[src/rtl/core/dis_pkg.sv]
package dis_pkg;

   localparam int CHANNELS = 4;
   localparam int PIN_W = 4;
   localparam int TIME_W = 32;
   localparam int DEBOUNCE_W = 16;
   localparam int CSR_ADDR_W = 4;
   localparam int CSR_DATA_W = 32;
   localparam int REG_IDX_W = 2;

   localparam logic [REG_IDX_W-1:0] REG_DEBOUNCE = 2'd0;
   localparam logic [REG_IDX_W-1:0] REG_WINDOW = 2'd1;
   localparam logic [REG_IDX_W-1:0] REG_IDLE = 2'd2;

   localparam logic [DEBOUNCE_W-1:0] DEBOUNCE_RESET = 16'd50;
   localparam logic [TIME_W-1:0] WINDOW_RESET = 32'd3000;
   localparam logic [PIN_W-1:0] IDLE_RESET = 4'hF;

   localparam logic [1:0] STAGE_WAIT_CH0 = 2'd0;
   localparam logic [1:0] STAGE_WAIT_CH1 = 2'd1;
   localparam logic [1:0] STAGE_WAIT_CH2 = 2'd2;

   typedef struct packed {
      logic seq;
      logic timed;
   } match_result_type;

endpackage

[src/rtl/core/dis_req_if.sv]
interface dis_req_if;
   logic valid;
   logic ready;
   logic [dis_pkg::PIN_W-1:0] pin_levels;
   logic [dis_pkg::TIME_W-1:0] now_ms;

   modport source (output valid, output pin_levels, output now_ms, input ready);
   modport sink (input valid, input pin_levels, input now_ms, output ready);
endinterface

[src/rtl/core/dis_rsp_if.sv]
interface dis_rsp_if;
   logic valid;
   logic ready;
   logic [dis_pkg::PIN_W-1:0] event_mask;
   logic [dis_pkg::PIN_W-1:0] stable_levels;
   logic seq_found;
   logic timed_found;

   modport source (output valid, output event_mask, output stable_levels,
                   output seq_found, output timed_found, input ready);
   modport sink (input valid, input event_mask, input stable_levels,
                 input seq_found, input timed_found, output ready);
endinterface

[src/rtl/core/dis_matcher.sv]
module dis_matcher (
   input  logic                               clock,
   input  logic                               reset,
   input  logic                               advance,
   input  logic [dis_pkg::CHANNELS-1:0]       event_mask,
   input  logic [dis_pkg::CHANNELS-1:0]       levels,
   input  logic [dis_pkg::TIME_W-1:0]         now_ms,
   input  logic [dis_pkg::TIME_W-1:0]         window_ms,
   output dis_pkg::match_result_type          found
);
   import dis_pkg::*;

   logic [1:0]        stage_ff, stage_in;
   logic              armed_ff, armed_in;
   logic [TIME_W-1:0] armed_time_ff, armed_time_in;
   logic [TIME_W-1:0] since_armed;
   logic              in_window;

   assign since_armed = now_ms - armed_time_ff;
   assign in_window = since_armed <= window_ms;

   always_comb begin
      logic [1:0] stage;
      logic       armed;
      logic       armed_here;
      logic       seq;
      logic       timed;
      stage = stage_ff;
      armed = armed_ff;
      armed_here = 1'b0;
      seq = 1'b0;
      timed = 1'b0;
      for (int i = 0; i < CHANNELS; i++) begin
         if (event_mask[i] && !(seq || timed)) begin
            case (stage)
               STAGE_WAIT_CH0: begin
                  if (i == 0 && levels[i]) stage = STAGE_WAIT_CH1;
               end
               STAGE_WAIT_CH1: begin
                  if (i == 1 && levels[i]) stage = STAGE_WAIT_CH2;
               end
               default: begin
                  if (i == 2 && !levels[i]) seq = 1'b1;
               end
            endcase
            if (!armed) begin
               if (i == 0 && levels[i]) begin
                  armed = 1'b1;
                  armed_here = 1'b1;
               end
            end else if (i == 1 && levels[i]) begin
               if (armed_here || in_window) timed = 1'b1;
               else armed = 1'b0;
            end
         end
      end
      if (seq) timed = 1'b0;
      found.seq = seq;
      found.timed = timed;
      if (seq || timed) begin
         stage_in = STAGE_WAIT_CH0;
         armed_in = 1'b0;
         armed_time_in = '0;
      end else begin
         stage_in = stage;
         armed_in = armed;
         armed_time_in = armed_here ? now_ms : armed_time_ff;
      end
   end

   always_ff @(posedge clock) begin
      if (reset) begin
         stage_ff <= STAGE_WAIT_CH0;
         armed_ff <= 1'b0;
         armed_time_ff <= '0;
      end else if (advance) begin
         stage_ff <= stage_in;
         armed_ff <= armed_in;
         armed_time_ff <= armed_time_in;
      end
   end

`ifndef SYNTHESIS
   a_clear_after_match: assert property (@(posedge clock) disable iff (reset)
      advance && (found.seq || found.timed) |=>
         stage_ff == STAGE_WAIT_CH0 && !armed_ff && armed_time_ff == '0)
      else $error("matcher not cleared after a match");
   a_stage_range: assert property (@(posedge clock) disable iff (reset)
      stage_ff != 2'd3)
      else $error("untimed stage out of range");
   a_single_match: assert property (@(posedge clock) disable iff (reset)
      !(found.seq && found.timed))
      else $error("both matchers reported");
`endif

endmodule

[src/rtl/core/debounced_input_sequence_detector_core.sv]
// Debounces four input channels and looks for two event sequences. One sample
// transaction is taken per clock cycle unless rsp.ready stalls a full result; its
// result passes the input register, then the result register. All per-sample
// work, the four debounce compares and the in-order matcher walk, sits between
// those two registers. req.ready follows rsp.ready combinationally when both
// stages are full. Registers: debounce_ms at 0x0, window_ms at 0x4, idle_levels
// at 0x8; writing idle_levels also loads the debounced levels.
module debounced_input_sequence_detector_core (
   input  logic                           clock,
   input  logic                           reset,
   dis_req_if.sink                        req,
   dis_rsp_if.source                      rsp,
   input  logic                           csr_psel,
   input  logic                           csr_penable,
   input  logic                           csr_pwrite,
   input  logic [dis_pkg::CSR_ADDR_W-1:0] csr_paddr,
   input  logic [dis_pkg::CSR_DATA_W-1:0] csr_pwdata,
   output logic [dis_pkg::CSR_DATA_W-1:0] csr_prdata,
   output logic                           csr_pready
);
   import dis_pkg::*;

   logic [DEBOUNCE_W-1:0] debounce_ff;
   logic [TIME_W-1:0]     window_ff;
   logic [PIN_W-1:0]      idle_ff;
   logic                  csr_wr;
   logic [REG_IDX_W-1:0]  csr_idx;

   logic                  in_valid_ff, in_valid_in;
   logic [PIN_W-1:0]      pin_ff;
   logic [TIME_W-1:0]     now_ff;
   logic                  advance;

   logic [CHANNELS-1:0]   stable_ff, stable_in;
   logic [TIME_W-1:0]     last_ff [CHANNELS];
   logic [TIME_W-1:0]     elapsed [CHANNELS];
   logic [CHANNELS-1:0]   pins;
   logic [CHANNELS-1:0]   event_w;
   logic [CHANNELS-1:0]   stable_next;
   match_result_type      found;

   logic                  rsp_valid_ff, rsp_valid_in;
   logic [PIN_W-1:0]      event_ff, event_in;
   logic [PIN_W-1:0]      stable_out_ff, stable_out_in;
   logic                  seq_ff;
   logic                  timed_ff;

   assign csr_pready = 1'b1;
   assign csr_wr = csr_psel && csr_penable && csr_pwrite;
   assign csr_idx = csr_paddr[CSR_ADDR_W-1:2];

   always_comb begin
      case (csr_idx)
         REG_DEBOUNCE: csr_prdata = {{(CSR_DATA_W-DEBOUNCE_W){1'b0}}, debounce_ff};
         REG_WINDOW:   csr_prdata = window_ff;
         REG_IDLE:     csr_prdata = {{(CSR_DATA_W-PIN_W){1'b0}}, idle_ff};
         default:      csr_prdata = '0;
      endcase
   end

   always_ff @(posedge clock) begin
      if (reset) begin
         debounce_ff <= DEBOUNCE_RESET;
         window_ff <= WINDOW_RESET;
         idle_ff <= IDLE_RESET;
      end else if (csr_wr) begin
         case (csr_idx)
            REG_DEBOUNCE: debounce_ff <= csr_pwdata[DEBOUNCE_W-1:0];
            REG_WINDOW:   window_ff <= csr_pwdata[TIME_W-1:0];
            REG_IDLE:     idle_ff <= csr_pwdata[PIN_W-1:0];
            default:      ;
         endcase
      end
   end

   assign advance = in_valid_ff && (!rsp_valid_ff || rsp.ready);
   assign req.ready = !in_valid_ff || advance;

   always_comb begin
      in_valid_in = in_valid_ff;
      if (req.valid && req.ready) in_valid_in = 1'b1;
      else if (advance) in_valid_in = 1'b0;
   end

   always_ff @(posedge clock) begin
      if (reset) begin
         in_valid_ff <= 1'b0;
      end else begin
         in_valid_ff <= in_valid_in;
      end
      if (req.valid && req.ready) begin
         pin_ff <= req.pin_levels;
         now_ff <= req.now_ms;
      end
   end

   always_comb begin
      for (int i = 0; i < CHANNELS; i++) begin
         pins[i] = pin_ff[i];
         elapsed[i] = now_ff - last_ff[i];
         event_w[i] = (stable_ff[i] != pins[i]) &&
                      (elapsed[i] >= {{(TIME_W-DEBOUNCE_W){1'b0}}, debounce_ff});
      end
      stable_next = stable_ff ^ event_w;
      stable_in = stable_ff;
      if (csr_wr && csr_idx == REG_IDLE) begin
         for (int i = 0; i < CHANNELS; i++) stable_in[i] = csr_pwdata[i];
      end else if (advance) begin
         stable_in = stable_next;
      end
   end

   always_ff @(posedge clock) begin
      if (reset) begin
         stable_ff <= IDLE_RESET[CHANNELS-1:0];
         for (int i = 0; i < CHANNELS; i++) last_ff[i] <= '0;
      end else begin
         stable_ff <= stable_in;
         if (advance) begin
            for (int i = 0; i < CHANNELS; i++) begin
               if (event_w[i]) last_ff[i] <= now_ff;
            end
         end
      end
   end

   dis_matcher u_matcher (
      .clock      (clock),
      .reset      (reset),
      .advance    (advance),
      .event_mask (event_w),
      .levels     (pins),
      .now_ms     (now_ff),
      .window_ms  (window_ff),
      .found      (found)
   );

   always_comb begin
      event_in = '0;
      stable_out_in = '0;
      for (int i = 0; i < CHANNELS; i++) begin
         event_in[i] = event_w[i];
         stable_out_in[i] = stable_next[i];
      end
      rsp_valid_in = rsp_valid_ff;
      if (advance) rsp_valid_in = 1'b1;
      else if (rsp.ready) rsp_valid_in = 1'b0;
   end

   always_ff @(posedge clock) begin
      if (reset) begin
         rsp_valid_ff <= 1'b0;
      end else begin
         rsp_valid_ff <= rsp_valid_in;
      end
      if (advance) begin
         event_ff <= event_in;
         stable_out_ff <= stable_out_in;
         seq_ff <= found.seq;
         timed_ff <= found.timed;
      end
   end

   assign rsp.valid = rsp_valid_ff;
   assign rsp.event_mask = event_ff;
   assign rsp.stable_levels = stable_out_ff;
   assign rsp.seq_found = seq_ff;
   assign rsp.timed_found = timed_ff;

`ifndef SYNTHESIS
   a_levels_follow_events: assert property (@(posedge clock) disable iff (reset)
      advance |=> (stable_ff ^ $past(stable_ff)) == $past(event_w))
      else $error("debounced levels changed without an event");
   a_stalled_item_held: assert property (@(posedge clock) disable iff (reset)
      in_valid_ff && !advance |=> in_valid_ff && $stable(pin_ff) && $stable(now_ff))
      else $error("stalled input item lost");
   a_stamp_on_event: assert property (@(posedge clock) disable iff (reset)
      advance && event_w[0] |=> last_ff[0] == $past(now_ff))
      else $error("channel 0 change time not recorded");
`endif

endmodule
[src/flat_wrapper.sv]
// flat-port wrapper written by rule: the top's interface ports become plain ports
module debounced_input_sequence_detector_core_flat import dis_pkg::*;
  (clock, reset, csr_psel, csr_penable, csr_pwrite, csr_paddr, csr_pwdata, csr_prdata, csr_pready, req_valid, req_pin_levels, req_now_ms, req_ready, rsp_valid, rsp_event_mask, rsp_stable_levels, rsp_seq_found, rsp_timed_found, rsp_ready);
  dis_req_if req_i ();
  dis_rsp_if rsp_i ();
  input  logic clock;
  input  logic reset;
  input  logic csr_psel;
  input  logic csr_penable;
  input  logic csr_pwrite;
  input  logic [dis_pkg::CSR_ADDR_W-1:0] csr_paddr;
  input  logic [dis_pkg::CSR_DATA_W-1:0] csr_pwdata;
  output logic [dis_pkg::CSR_DATA_W-1:0] csr_prdata;
  output logic csr_pready;
  input wire logic [$bits(req_i.valid)-1:0] req_valid;
  input wire logic [$bits(req_i.pin_levels)-1:0] req_pin_levels;
  input wire logic [$bits(req_i.now_ms)-1:0] req_now_ms;
  output wire logic [$bits(req_i.ready)-1:0] req_ready;
  output wire logic [$bits(rsp_i.valid)-1:0] rsp_valid;
  output wire logic [$bits(rsp_i.event_mask)-1:0] rsp_event_mask;
  output wire logic [$bits(rsp_i.stable_levels)-1:0] rsp_stable_levels;
  output wire logic [$bits(rsp_i.seq_found)-1:0] rsp_seq_found;
  output wire logic [$bits(rsp_i.timed_found)-1:0] rsp_timed_found;
  input wire logic [$bits(rsp_i.ready)-1:0] rsp_ready;
  assign req_i.valid = req_valid;
  assign req_i.pin_levels = req_pin_levels;
  assign req_i.now_ms = req_now_ms;
  assign req_ready = req_i.ready;
  assign rsp_valid = rsp_i.valid;
  assign rsp_event_mask = rsp_i.event_mask;
  assign rsp_stable_levels = rsp_i.stable_levels;
  assign rsp_seq_found = rsp_i.seq_found;
  assign rsp_timed_found = rsp_i.timed_found;
  assign rsp_i.ready = rsp_ready;
  debounced_input_sequence_detector_core u_core (.clock(clock), .reset(reset), .req(req_i), .rsp(rsp_i), .csr_psel(csr_psel), .csr_penable(csr_penable), .csr_pwrite(csr_pwrite), .csr_paddr(csr_paddr), .csr_pwdata(csr_pwdata), .csr_prdata(csr_prdata), .csr_pready(csr_pready));
endmodule
[config.mk]
export PLATFORM = sky130hd
export DESIGN_NAME = debounced_input_sequence_detector_core_flat
export DESIGN_NICKNAME = d
export VERILOG_FILES = /design/src/rtl/core/dis_pkg.sv /design/src/rtl/core/dis_req_if.sv /design/src/rtl/core/dis_rsp_if.sv /design/src/rtl/core/dis_matcher.sv /design/src/rtl/core/debounced_input_sequence_detector_core.sv /design/src/flat_wrapper.sv
export SDC_FILE = /design/constraint.sdc
export NUM_CORES = 1
export LEC_CHECK = 0
export BUFFER_PORTS_ARGS = -buffer_cell sky130_fd_sc_hd__buf_2
export CORE_MARGIN = 5
export CORE_UTILIZATION = 30
export CTS_BUF_LIST = sky130_fd_sc_hd__clkbuf_8
export DETAILED_ROUTE_END_ITERATION = 10
export PLACE_DENSITY = 0.44
export SETUP_SLACK_MARGIN = 0.15
export SLEW_MARGIN = 20
export SYNTH_ARGS = -nofsm -noshare
export SYNTH_HDL_FRONTEND = slang
export SYNTH_SLANG_ARGS = --single-unit
[constraint.sdc]
create_clock -name clock -period 8.8 [get_ports clock]
set_input_delay 1.76 -clock clock [delete_from_list [all_inputs] [get_ports clock]]
set_output_delay 1.76 -clock clock [all_outputs]
set_load 0.02 [all_outputs]
==> results.yml <==
global_route:
  overflow: 0
  grt_use_total_pct: 17.2
  grt_pass1_vias: 18000
  antenna_found_initial: 4
  grt_pass1_wl_microns: 105000
  grt_max_degree: 52
worst_hold_path:
  hold_path_startpoint: "u_core.idle_ff[0]"
  hold_path.class: "reg2reg"
finish:
  fillCellCount: 7402
  regArea_sq_um: 7090
  multi_input_area_sq_um: 13200
  final_area_sq_um: 24200
  layout.nets: 2917
  layout_commonest_cell: "inv_1"
  drive_above_1_share_pct: 10.7
  synthToLayoutAreaGrowth_pct: 12.8
  mostFrequentLayoutCells: "257 x inv_1, 251 x ha_1, 215 x nand2_1"
clocking:
  cts-buffers-inserted: 50
  holdBufCountCts: 0
  cts_tree: "built"
  clkLatencyLatePin_ns: 0.67
  cts_resized: 0
  clk_pin_slew_ns: 0.06
  clock-sinks: 267
  cts_root_buf: "clkbuf_8"
  cts_max_path_buffers: 3
  htree_levels: 2
  postCtsSetupBuffers: 0
die:
  dieHeight_microns: 277
  fp.dieW_microns: 277
  dieArea_sq_um: 76900
  ios: 124
  core_area_sq_um: 71200
  start_util_pct: 30.1
  num_rows: 98
routing:
  antenna_left: 0
  post-route-drc-count: 0
  drtIter0Drc: 948
  avgRoutedWirePerCell_microns: 19.4
  firstDrtPassIters: 8
  via_count: 18200
  via_per_inst: 5.10
  routed_wl_microns: 69100
sta:
  max_freq_mhz: 139
  fin_crit_ns: 7.18
  fin_crit_sh_pct: 81.6
  rsz0062_at_grt: "no"
  fin_skew_ns: 0.0582
  setup_violations: 0
  hold_ws_ns: 0.449
  finalHoldViolations: 0
  final.setup.worst_slack_ns: 1.62
  maxSlewViolCount: 0
  setup-tns-final_ns: 0
  slew_headroom_pct: 29.3
  worst_pin_slew_ns: 1.06
synth:
  syn_avg_cell_area_sq_um: 8.76
  synth_top_cell_by_area: "edfxtp_1"
  ys_types: 97
  synth-seq-area-share_pct: 33.0
  async_flop_share_pct: 0
  syn-instance-count: 2447
  synthesis.nets: 2782
  synth_top_area_share_pct: 24.4
  yosysWarnings: 0
  synth_seq_cells: 267
  netlist_area_sq_um: 21400
  synthFlopType: "edfxtp_1"
  synth-edff-count: 174
  synthTopCellsByArea: "edfxtp_1 24%, ha_1 15%, dfxtp_1 8.7%, a21oi_1 4.7%, and2_1 4.3%"
critical_path:
  critPathLaunch: "u_core.now_ff[0]"
  crit_arrival_ns: 7.70
  start_kind: "register"
  worstPathRequired_ns: 9.32
  reg2reg_from: "u_core.now_ff[0]"
  path_class: "reg2reg"
  slowest_stage: "a2111oi_0"
  crit_path_end_kind: "register"
  critPathMaxFanout: 32
  critPathMaxStageDelay_ns: 0.61
run:
  max_cap_violations: 0
place:
  dpl.hpwl_microns: 52100
  dp_slack_ns: 1.73
  gp_congestion: 0.882
  place.port_buffers: 120
  place_area_sq_um: 23200
power:
  powerDensity_nw_per_um2: 156
  p_leak_uw: 0.00987
  peakVddDrop_mv: 0.0873
outcome:
  status: "complete, no violations"
[final cells by class]
cell class | instances | area share (%)
sequential | 267 | 29.3
antenna | 1 | 0.0103
inverter | 247 | 3.83
timing repair buffer | 157 | 3.63
clock buffer | 51 | 2.90
clock inverter | 37 | 0.993
multi-input combinational | 1859 | 54.4
tap | 950 | 4.92
[stage by stage]
step,power [uW],std cells,util (%)
detailed placement,2610,3480,32.6
CTS,3840,3568,33.9
global route,4020,3569,33.9
finish,3770,3569,33.9
floorplan,2280,2447,-
global placement,2600,3480,32.6
[synthesized netlist by cell type (13+ instances only)]
| cell | n |
|---|---|
| nand3_1 | 44 |
| nand2_1 | 215 |
| nand2b_1 | 40 |
| nand4_1 | 34 |
| and3_1 | 18 |
| o21a_1 | 31 |
| nor2_1 | 145 |
| a22o_1 | 32 |
| clkbuf_1 | 60 |
| xnor2_1 | 71 |
| or3_1 | 13 |
| a211o_1 | 13 |
| o31ai_1 | 15 |
| a211oi_1 | 18 |
| o211ai_1 | 32 |
| nor3_1 | 45 |
| a31oi_1 | 17 |
| ha_1 | 251 |
| mux2i_1 | 28 |
| inv_1 | 246 |
| o21ai_0 | 95 |
| xor2_1 | 24 |
| nor4_1 | 24 |
| o21bai_1 | 19 |
| and2_1 | 148 |
| a21oi_1 | 202 |
| nor2b_1 | 35 |
| dfxtp_1 | 93 |
| a21o_1 | 64 |
| edfxtp_1 | 174 |
[final timing paths]
kind	endpoint	slack [ns]	cells after the start
hold reg to reg	u_core.idle_ff[0]	0.45	2
setup reg to reg	u_core.u_matcher.armed_time_ff[31]	1.62	26
setup / recovery	u_core.u_matcher.armed_time_ff[31]	1.62	26
hold / removal	u_core.idle_ff[0]	0.45	2
[worst max-delay path, delay by kind of cell (launching register included)]
kind / cells / cell delay [ns]
buffers and inverters: 2 / 0.54
xor gates and xnor gates: 1 / 0.15
and+or+nand+nor: 7 / 1.09
DFF: 1 / 0.50
AOI/OAI and AO/OA: 14 / 4.22
adders and majority gates: 2 / 0.52
[kinds of logic after synthesis]
group	Yosys count	synth area share [%]
other cells	1	0.0175
simple gates	819	19.9
xor+xnor	95	3.88
buf+inv	321	5.77
fa+ha+maj	256	15.1
flops	267	33.0
mux	36	1.74
compound gates	652	20.6
[per-layer routing]
metal / up-vias / routed length, microns / global-route usage [%] / share of wire [%]
li1: 9116 / - / - / -
met1: 8599 / 32100 / 23.0 / 47
met2: 401 / 32100 / 29.1 / 46
met3: 98 / 2870 / 2.42 / 4.2
met4: 0 / 2000 / 4.98 / 2.9
met5: - / 0 / 0 / 0
[sequential cells by signal (all words and copies together), names as in the netlist]
register	count
u_core.rsp.timed_found	1
u_core.u_matcher.stage_ff	2
u_core.rsp.valid	1
u_core.debounce_ff	16
u_core.last_ff	128
u_core.idle_ff	4
u_core.u_matcher.armed_ff	1
u_core.stable_ff	4
u_core.window_ff	32
u_core.now_ff	32
u_core.rsp.seq_found	1
u_core.pin_ff	4
u_core.rsp.event_mask	4
u_core.in_valid_ff	1
u_core.rsp.stable_levels	4
u_core.u_matcher.armed_time_ff	32
[power by group]
part	internal [uW]	switching [uW]	leakage (uW)
Clock	603	581	0.000523
Sequential	1400	38.3	0.00254
Combinational	459	696	0.00681
Total	2460	1320	0.00987
Note: power is estimated with default switching activity, not from simulation.
